==> src/hdl/khc_pkg.sv <==
package khc_pkg;

  localparam int unsigned Rounds = 18;
  localparam int unsigned Shifts = 8;

  localparam logic [7:0] BaseLL = 8'h74;
  localparam logic [7:0] BaseLH = 8'h2E;
  localparam logic [7:0] BaseHL = 8'h3A;
  localparam logic [7:0] BaseHH = 8'h5C;

  localparam logic MODE_DECRYPT = 1'b0;
  localparam logic MODE_ENCRYPT = 1'b1;

  localparam logic REG_KEY = 1'b0;

  // one beat in flight: mode and the four byte registers
  // decrypt: b0..b3 = s0..s3, encrypt: b0..b3 = a,b,c,d
  typedef struct packed {
    logic       mode;
    logic [7:0] b0;
    logic [7:0] b1;
    logic [7:0] b2;
    logic [7:0] b3;
  } khc_state_t;

  function automatic logic [7:0] pick_base(logic hi, logic lo);
    logic [7:0] r;
    if (!hi) r = lo ? BaseLH : BaseLL;
    else     r = lo ? BaseHH : BaseHL;
    return r;
  endfunction

  function automatic logic [7:0] key_byte(logic [63:0] key, logic [2:0] idx);
    return key[(7 - idx) * 8 +: 8];
  endfunction

endpackage

==> src/hdl/khc_round.sv <==
module khc_round (
  input  khc_pkg::khc_state_t st_in,
  input  logic [7:0]          key_dec,
  input  logic [7:0]          key_enc,
  output khc_pkg::khc_state_t st_out
);
  import khc_pkg::*;

  // eight register shifts of one round, either direction
  always_comb begin
    logic [7:0] s0, s1, s2, s3, k, b, t, bf, nd, rdv;
    logic       fb;
    s0 = st_in.b0; s1 = st_in.b1; s2 = st_in.b2; s3 = st_in.b3;
    b = '0; t = '0; bf = '0; nd = '0; rdv = '0; fb = 1'b0;
    k = (st_in.mode == MODE_ENCRYPT) ? key_enc : key_dec;
    for (int i = 0; i < Shifts; i++) begin
      if (st_in.mode == MODE_DECRYPT) begin
        b = pick_base(s3[6], s3[1]);
        if (s2[3]) b = {b[3:0], b[7:4]};
        if (s1[0]) b = {b[5:0], 2'b00};
        if (s0[0]) b = {b[6:0], 1'b0};
        t  = s3 ^ s1;
        s3 = {s3[6:0], s2[7]};
        s2 = {s2[6:0], s1[7]};
        s1 = {s1[6:0], s0[7]};
        s0 = {s0[6:0], b[7] ^ k[7] ^ t[7]};
        k  = {k[6:0], 1'b0};
      end else begin
        // s0=a, s1=b, s2=c, s3=d (d runs as the round's working byte)
        rdv = s3;
        b = pick_base(s0[7], s0[2]);
        if (s2[4]) b = {b[3:0], b[7:4]};
        if (s1[1]) b = {b[5:0], 2'b00};
        bf  = rdv[1] ? {b[6:0], 1'b0} : b;
        nd  = {s1[0], rdv[7:1]};
        rdv = rdv ^ s2;
        s1  = {s2[0], s1[7:1]};
        s2  = {s0[0], s2[7:1]};
        fb  = rdv[0] ^ k[0] ^ bf[7];
        s0  = {fb, s0[7:1]};
        k   = {1'b0, k[7:1]};
        s3  = nd;
      end
    end
    st_out.mode = st_in.mode;
    st_out.b0 = s0; st_out.b1 = s1; st_out.b2 = s2; st_out.b3 = s3;
  end

endmodule

==> src/hdl/keyfob_hop_cipher.sv <==
// An input beat passes the load register and then the 18 round stages before it leaves as the result beat.
// Throughput: one beat per cycle while the output is not stalled; 144 shifts split as 8 per stage over 18 stages.
// A stalled output holds the whole pipeline; nothing is dropped or repeated.
// Reset (rst, synchronous): clears all stage valid bits and the key to zero.
module keyfob_hop_cipher (
  input  logic        clk,
  input  logic        rst,
  input  logic        psel,
  input  logic        penable,
  input  logic        pwrite,
  input  logic [3:0]  paddr,
  input  logic [63:0] pwdata,
  output logic [63:0] prdata,
  output logic        pready,
  input  logic        in_valid,
  output logic        in_ready,
  input  logic        mode,
  input  logic [31:0] hop_word,
  input  logic [27:0] serial_number,
  input  logic [15:0] count_value,
  input  logic [3:0]  button_code,
  output logic        out_valid,
  input  logic        out_ready,
  output logic [15:0] decoded_count,
  output logic [31:0] encrypted_word
);
  import khc_pkg::*;

  logic [63:0] cipher_key;
  logic        vld [0:Rounds];
  khc_state_t  stg [0:Rounds];
  khc_state_t  rnd [0:Rounds-1];
  khc_state_t  load;
  logic        en;

  // config port
  assign pready = 1'b1;
  assign prdata = (paddr[3] == REG_KEY) ? cipher_key : 64'd0;

  always_ff @(posedge clk) begin
    if (rst) begin
      cipher_key <= 64'd0;
    end else if (psel && penable && pwrite && paddr[3] == REG_KEY) begin
      cipher_key <= pwdata;
    end
  end

  // global advance: move when the result register is free or taken
  assign en       = !vld[Rounds] || out_ready;
  assign in_ready = en;

  // load the byte registers
  always_comb begin
    load.mode = mode;
    if (mode == MODE_DECRYPT) begin
      load.b0 = hop_word[7:0];
      load.b1 = hop_word[15:8];
      load.b2 = hop_word[23:16];
      load.b3 = hop_word[31:24];
    end else begin
      load.b0 = {button_code, serial_number[11:8]};
      load.b1 = count_value[15:8];
      load.b2 = serial_number[7:0];
      load.b3 = count_value[7:0];
    end
  end

  always_ff @(posedge clk) begin
    if (rst) begin
      vld[0] <= 1'b0;
    end else if (en) begin
      vld[0] <= in_valid;
    end
  end

  always_ff @(posedge clk) begin
    if (en) stg[0] <= load;
  end

  // round stages
  for (genvar r = 0; r < Rounds; r++) begin : g_round
    localparam logic [2:0] KiDec = 3'((1 - r) & 7);
    localparam logic [2:0] KiEnc = 3'(r & 7);

    khc_round u_round (
      .st_in   (stg[r]),
      .key_dec (key_byte(cipher_key, KiDec)),
      .key_enc (key_byte(cipher_key, KiEnc)),
      .st_out  (rnd[r])
    );

    always_ff @(posedge clk) begin
      if (rst) begin
        vld[r+1] <= 1'b0;
      end else if (en) begin
        vld[r+1] <= vld[r];
      end
    end

    always_ff @(posedge clk) begin
      if (en) stg[r+1] <= rnd[r];
    end
  end

  // result beat
  assign out_valid      = vld[Rounds];
  assign decoded_count  = (stg[Rounds].mode == MODE_DECRYPT) ?
                          {stg[Rounds].b1, stg[Rounds].b0} : 16'd0;
  assign encrypted_word = (stg[Rounds].mode == MODE_ENCRYPT) ?
                          {stg[Rounds].b0, stg[Rounds].b2, stg[Rounds].b1, stg[Rounds].b3}
                          : 32'd0;

  a_accept_enters: assert property (@(posedge clk) disable iff (rst)
    in_valid && in_ready |=> vld[0])
    else $error("accepted beat missing from load stage");

  a_stall_holds: assert property (@(posedge clk) disable iff (rst)
    !en |=> vld[Rounds] && $stable(stg[Rounds]))
    else $error("result changed while stalled");

  a_reset_empty: assert property (@(posedge clk)
    rst |=> !out_valid)
    else $error("result valid after reset");

  a_fields_exclusive: assert property (@(posedge clk) disable iff (rst)
    out_valid |-> decoded_count == 16'd0 || encrypted_word == 32'd0)
    else $error("both result fields driven");

endmodule

==> config.mk <==
export PLATFORM = sky130hd
export DESIGN_NAME = keyfob_hop_cipher
export DESIGN_NICKNAME = d
export VERILOG_FILES = /design/src/hdl/khc_pkg.sv /design/src/hdl/khc_round.sv /design/src/hdl/keyfob_hop_cipher.sv
export SDC_FILE = /design/constraint.sdc
export NUM_CORES = 2
export LEC_CHECK = 0
export BUFFER_PORTS_ARGS = -buffer_cell sky130_fd_sc_hd__clkbuf_2
export CORE_ASPECT_RATIO = 0.5
export CORE_MARGIN = 2
export CORE_UTILIZATION = 45
export DETAILED_ROUTE_END_ITERATION = 8
export GPL_ROUTABILITY_DRIVEN = 1
export PLACE_DENSITY_LB_ADDON = 0.25
export SETUP_SLACK_MARGIN = 0.05
export SLEW_MARGIN = 15
export SYNTH_ARGS = -nofsm -noshare
export SYNTH_HDL_FRONTEND = slang
export SYNTH_SLANG_ARGS = --single-unit
==> constraint.sdc <==
create_clock -name clk -period 32.6 [get_ports clk]
set_input_delay 6.52 -clock clk [delete_from_list [all_inputs] [get_ports clk]]
set_output_delay 6.52 -clock clk [all_outputs]
set_load 0.01 [all_outputs]
=== Word-level counts from Yosys, hierarchy flattened ===
Memories as Yosys holds them, arrays and structs flattened.
Index checks and enable logic that the tools add are counted.

* Input port bits: 156
* Memories: 2
* Logic and storage cells: 3657
* Register bits after elaboration: 64
* Memory bits (writable): 646

* Multiplexer cells: 2765
* Bitwise operators: 884
* Reductions and logical operators: 5

{| class="wikitable"
|+ Memories
! name !! words !! bits a word !! rd ports !! clocked after memory_dff !! wr ports !! RTL line !! text
|-
| stg || 19 || 33 || 19 || 0 || 19 || keyfob_hop_cipher.sv:31 || <nowiki>khc_state_t stg [0:Rounds];</nowiki>
|-
| vld || 19 || 1 || 19 || 0 || 19 || keyfob_hop_cipher.sv:30 || <nowiki>logic vld [0:Rounds];</nowiki>
|}

{| class="wikitable"
|+ Operators by type and width
! cell !! number
|-
| 2-to-1 mux 8 bit || 2016
|-
| 2-to-1 mux 7 bit || 720
|-
| bitwise XOR 8 bit || 144
|-
| bitwise XOR 1 bit || 720
|-
| 2-to-1 mux 32 bit || 2
|-
| 2-to-1 mux 64 bit || 1
|-
| 2-to-1 mux 1 bit || 25
|-
| bitwise OR 1 bit || 19
|-
| 2-to-1 mux 16 bit || 1
|-
| logical AND 1 bit || 3
|-
| logical NOT 1 bit || 1
|-
| logical OR 1 bit || 1
|-
| NOT 1 bit || 1
|}

=== Logic depth before layout (Yosys ltp) ===
An unclocked memory read counts as a cell.

* Depth in word-level cells: 66
* Gate-level depth with buffers: 64

=== Modules after synthesis ===
From an unflattened synthesis, not the netlist that was laid out.

* Cells, all modules: 9792
* Area, all modules: 82960.8 µm²

{| class="wikitable"
|+ By module, submodules not included
! module !! times used !! area an instance (µm²) !! cells an instance
|-
| khc_round at g_round[11].u_round ... || 9 || 3279.4 || 483
|-
| keyfob_hop_cipher || 1 || 23637.7 || 1112
|-
| khc_round at g_round[3].u_round ... || 7 || 3299.4 || 479
|-
| khc_round at g_round[0].u_round || 1 || 3364.5 || 492
|-
| khc_round at g_round[10].u_round || 1 || 3348.2 || 488
|}

=== Worst setup path after synthesis ===
Ideal clock, no wire load.

* Kind: input-to-output
* Start point: input out_ready
* End point: output in_ready
* Stages on the path: 1
* Slack: 4.543 ns
* Required time: 26.080 ns
* Arrival: 21.537 ns
* Path through: nand2b_1

* Word-level cells in the longest chain between the ends: 1

{| class="wikitable"
|+ RTL lines
! element !! RTL line !! text
|-
| start: declaration || keyfob_hop_cipher.sv:23 || <nowiki>input logic out_ready,</nowiki>
|-
| logical OR 1 bit || keyfob_hop_cipher.sv:49 || <nowiki>assign en = !vld[Rounds] || out_ready;</nowiki>
|-
| end: declaration || keyfob_hop_cipher.sv:16 || <nowiki>output logic in_ready,</nowiki>
|}

Every way passes these cells.

=== Final worst setup path ===
* Start point: input paddr[3]
* End point: output prdata[31]

* Word-level cells in the longest chain between the ends: 1

{| class="wikitable"
|+ RTL lines
! element !! RTL line !! text
|-
| start: declaration || keyfob_hop_cipher.sv:11 || <nowiki>input logic [3:0] paddr,</nowiki>
|-
| 2-to-1 mux 64 bit || keyfob_hop_cipher.sv:38 || <nowiki>assign prdata = (paddr[3] == REG_KEY) ? cipher_key : 64'd0;</nowiki>
|-
| end: declaration || keyfob_hop_cipher.sv:13 || <nowiki>output logic [63:0] prdata,</nowiki>
|}

Every way passes these cells.

==> out/results.txt <==
The max-slew headroom at the worst pin was 0.121; the horizontal die dimension was 610 microns. The tools report the max-slew violation count as 0. Detailed routing placed a total of 25.0 mm of wire on met3. The number of global-route vias before repair was 65377. The clock reaches the later pin of the worst-skew pair after 0.69 ns. STA classifies the critical path endpoint as a primary output.

The library cell used most frequently in the layout, excluding fill and tap cells, is sky130_fd_sc_hd__nand2_1. The top cell types in the final layout, fill and taps aside, are sky130_fd_sc_hd__nand2_1 (1702), sky130_fd_sc_hd__ha_1 (1171), sky130_fd_sc_hd__a21oi_1 (815). The number of vias per cell is 5.73.

STA classifies the critical path startpoint as a primary input. The highest metal layer with signal wires is met4. The fraction of synthesis flops using an asynchronous set or reset pin was 0; the largest fanout of any net on the critical path was 66.

The cell count after synthesis came out at 9967. The endpoint arrival time on the critical path came out at 7.46 ns. Between clock sinks in the finished design, the worst skew comes to 0.0337 ns. From synthesis to final layout, the design area changed by 7.47%.

The filler cells instantiated in the layout total 17574. The maximum number of pins on one net before global-route repair is 78. The tools report the initial detailed-routing violation count as 7983. The net count of the finished layout is 11332. Among the stages of the critical path, the cell type that occurs most often is sky130_fd_sc_hd__clkbuf_2. CTS saw 710 sinks.

The maximum count of clock buffers along a single path came out at 3. The fraction of the core area covered by cells at the end of the flow is 0.486, and the number of gates resized after cts is 0. In this run, synthesis inferred 646 flip-flops with an integrated enable. Dividing the synthesized area by the synthesized cell count gives 8.29 sq um.

Among all flip-flop cells after synthesis, the most frequent one is sky130_fd_sc_hd__edfxtp_1. In this run the worst hold path is classified as reg2reg. For the pin with the worst max-slew slack, the measured transition is 1.31 ns. TritonCTS built the clock tree. The count of final hold-check violations was 0; the share of cells above drive strength 1 was 0.0788. Once the clock tree was built, the setup fixing pass inserted 0 buffers.

Derived from the worst setup path, the maximum achievable clock frequency is 71.5 MHz. Setup total negative slack on the finished layout was measured at 0 ns. In this run the power density over the cells is 101 mW/mm^2. The leftover overflow at the end of global routing was 0; the number of synthesized register bits was 710. Routability-driven placement finished with a final weighted congestion of 0.986. The floorplan die height is 307 microns. Across the run, the number of max-cap violations was 0.

The register cell area after layout is 0.0207 sq mm, and the total length of routed wires is 262 mm. The initial antenna violation count was 3; the number of nets with antenna violations after detailed routing was 0. Data on the critical path is required at its endpoint by 26.08 ns.

After detailed routing, the number of remaining DRC violations is 0. The total of warnings raised by yosys came out at 0. The total of hold buffers inserted after clock tree synthesis is 0, and the standard-cell row count is 111. The first TritonRoute pass finished after 6 iterations.

Among all stages on the critical path, the largest delay is contributed by sky130_fd_sc_hd__buf_4. The initial cell density of the core is 0.452. The netlist area before placement was 0.0827 sq mm; the die area was 0.187 sq mm. After floorplanning, the core was sized to cover 0.183 sq mm.

The final setup violation count is 0. Setup repair after global routing left no endpoint under its margin. The count of buffers from port buffering was 250; the final critical delay including setup and external delays was 13.98 ns. The logs give 0.250 for the register area share after synthesis and 271 for the number of primary I/O pins. For this block, wires on met1 add up to 117 mm. The run finished with clean final reports. The total track usage was 0.269.

By startpoint and endpoint, the worst setup path is classified as in2out. The number of different library cells used by synthesis comes to 88. The run gives 208 mm as the estimated wirelength of the detail-placed design. In the final layout, the multi-input gates occupy 0.0574 sq mm. The share of the cycle needed by the critical path after routing works out to 0.429. Summed over all nets, wire length on met2 after detailed routing comes to 113 mm.

VDD sags by at most 0.0000540 V. The average wire length per cell after detail routing was 21.0 microns. For the first-pass GRT wire length, the log shows 390 mm. The total number of H-tree levels is 3, and the clock transition at the register clock pins on the worst setup and hold paths after CTS is 0.06 ns. The signal on the critical path passes through clkbuf_2, buf_4, nor2b_1, clkbuf_2. Buffer type at the clock tree root: sky130_fd_sc_hd__clkbuf_16.

For this run, the slowest stage of the critical path takes 0.53 ns. The leakage dissipation is 0.0414 uW. In this run, CTS created clock tree buffers numbering 73. The number of vias in the routed layout was 71582.

Synthesis produced a netlist with a net count of 11294.
-- per-layer routing --
metal,global-route usage,up-vias
met4,0.0742,0
li1,-,34228
met5,0,-
met2,0.415,2919
met3,0.0471,421
met1,0.386,34014
-- kinds of logic (layout without fill, tap and decap cells) --
group / after synthesis / count (layout) / share of synthesized area
AND/OR/NAND/NOR: 3436 / 3436 / 0.191
AO/OA/AOI/OAI: 1942 / 1942 / 0.143
buffers and inverters: 1221 / 1319 / 0.0558
adder cells (fa/ha/maj): 1171 / 1171 / 0.177
XOR/XNOR: 818 / 818 / 0.0880
flip-flops: 710 / 710 / 0.250
multiplexers: 668 / 668 / 0.0947
other: 1 / 2 / 0.0000454
-- flip-flops by register name, indices dropped and copies added, names as in the netlist --
| signal | count |
|---|---|
| vld | 19 |
| cipher_key | 64 |
| stg | 627 |
-- per-stage QoR --
step	std cells	hold WS (ns)	setup WS, ns	cell area, sq um	total power (uW)
2_1_floorplan	9967	0.421	4.54	82700	6340
3_3_place_gp	12358	0.470	18.64	86300	7790
3_5_place_dp	12358	0.473	18.63	86300	7940
4_1_cts	12493	0.484	18.62	88800	8890
5_1_grt	12494	0.496	18.53	88800	9730
6_report	12495	0.484	18.62	88800	8980
-- final timing paths --
check | startpoint | end | slack, ns | depth (start not counted)
worst max register to register | stg[0][31] | stg[1][31] | 20.30 | 56
worst min register to register | cipher_key[6] | cipher_key[6] | 0.48 | 2
worst min-delay path | cipher_key[6] | cipher_key[6] | 0.48 | 2
worst max-delay path | paddr[3] | prdata[31] | 18.62 | 4
-- critical path: cells and delay by family --
kind                   cells  cell delay [ns]
AND/OR/NAND/NOR            1             0.11
buffers and inverters      3             0.77
-- synth_stat cells, drive strengths merged, types with 173 or more instances --
master,number,share of area
nand2,1702,0.077
xnor2,618,0.065
o21ai,414,0.025
a21oi,815,0.049
clkbuf,340,0.015
nor2,587,0.027
ha,1171,0.18
mux2,175,0.024
and2,173,0.013
inv,807,0.037
nor2b,242,0.018
edfxtp,646,0.23
xor2,192,0.020
mux2i,420,0.051
-- cell type report --
| class | count | area share |
|---|---|---|
| Multi-Input combinational cell | 8036 | 0.646 |
| Sequential cell | 710 | 0.233 |
| Inverter | 814 | 0.0344 |
| Tap cell | 2429 | 0.0342 |
| Timing Repair Buffer | 370 | 0.0243 |
| Clock buffer | 81 | 0.0214 |
| Clock inverter | 54 | 0.00699 |
| Antenna cell | 1 | 0.0000282 |
-- power breakdown --
group	switching, uW	leakage [uW]	internal, uW
clock network	397	0.00121	501
registers	594	0.00751	1420
logic	3530	0.0327	2540
(Power assumes the default switching activity.)
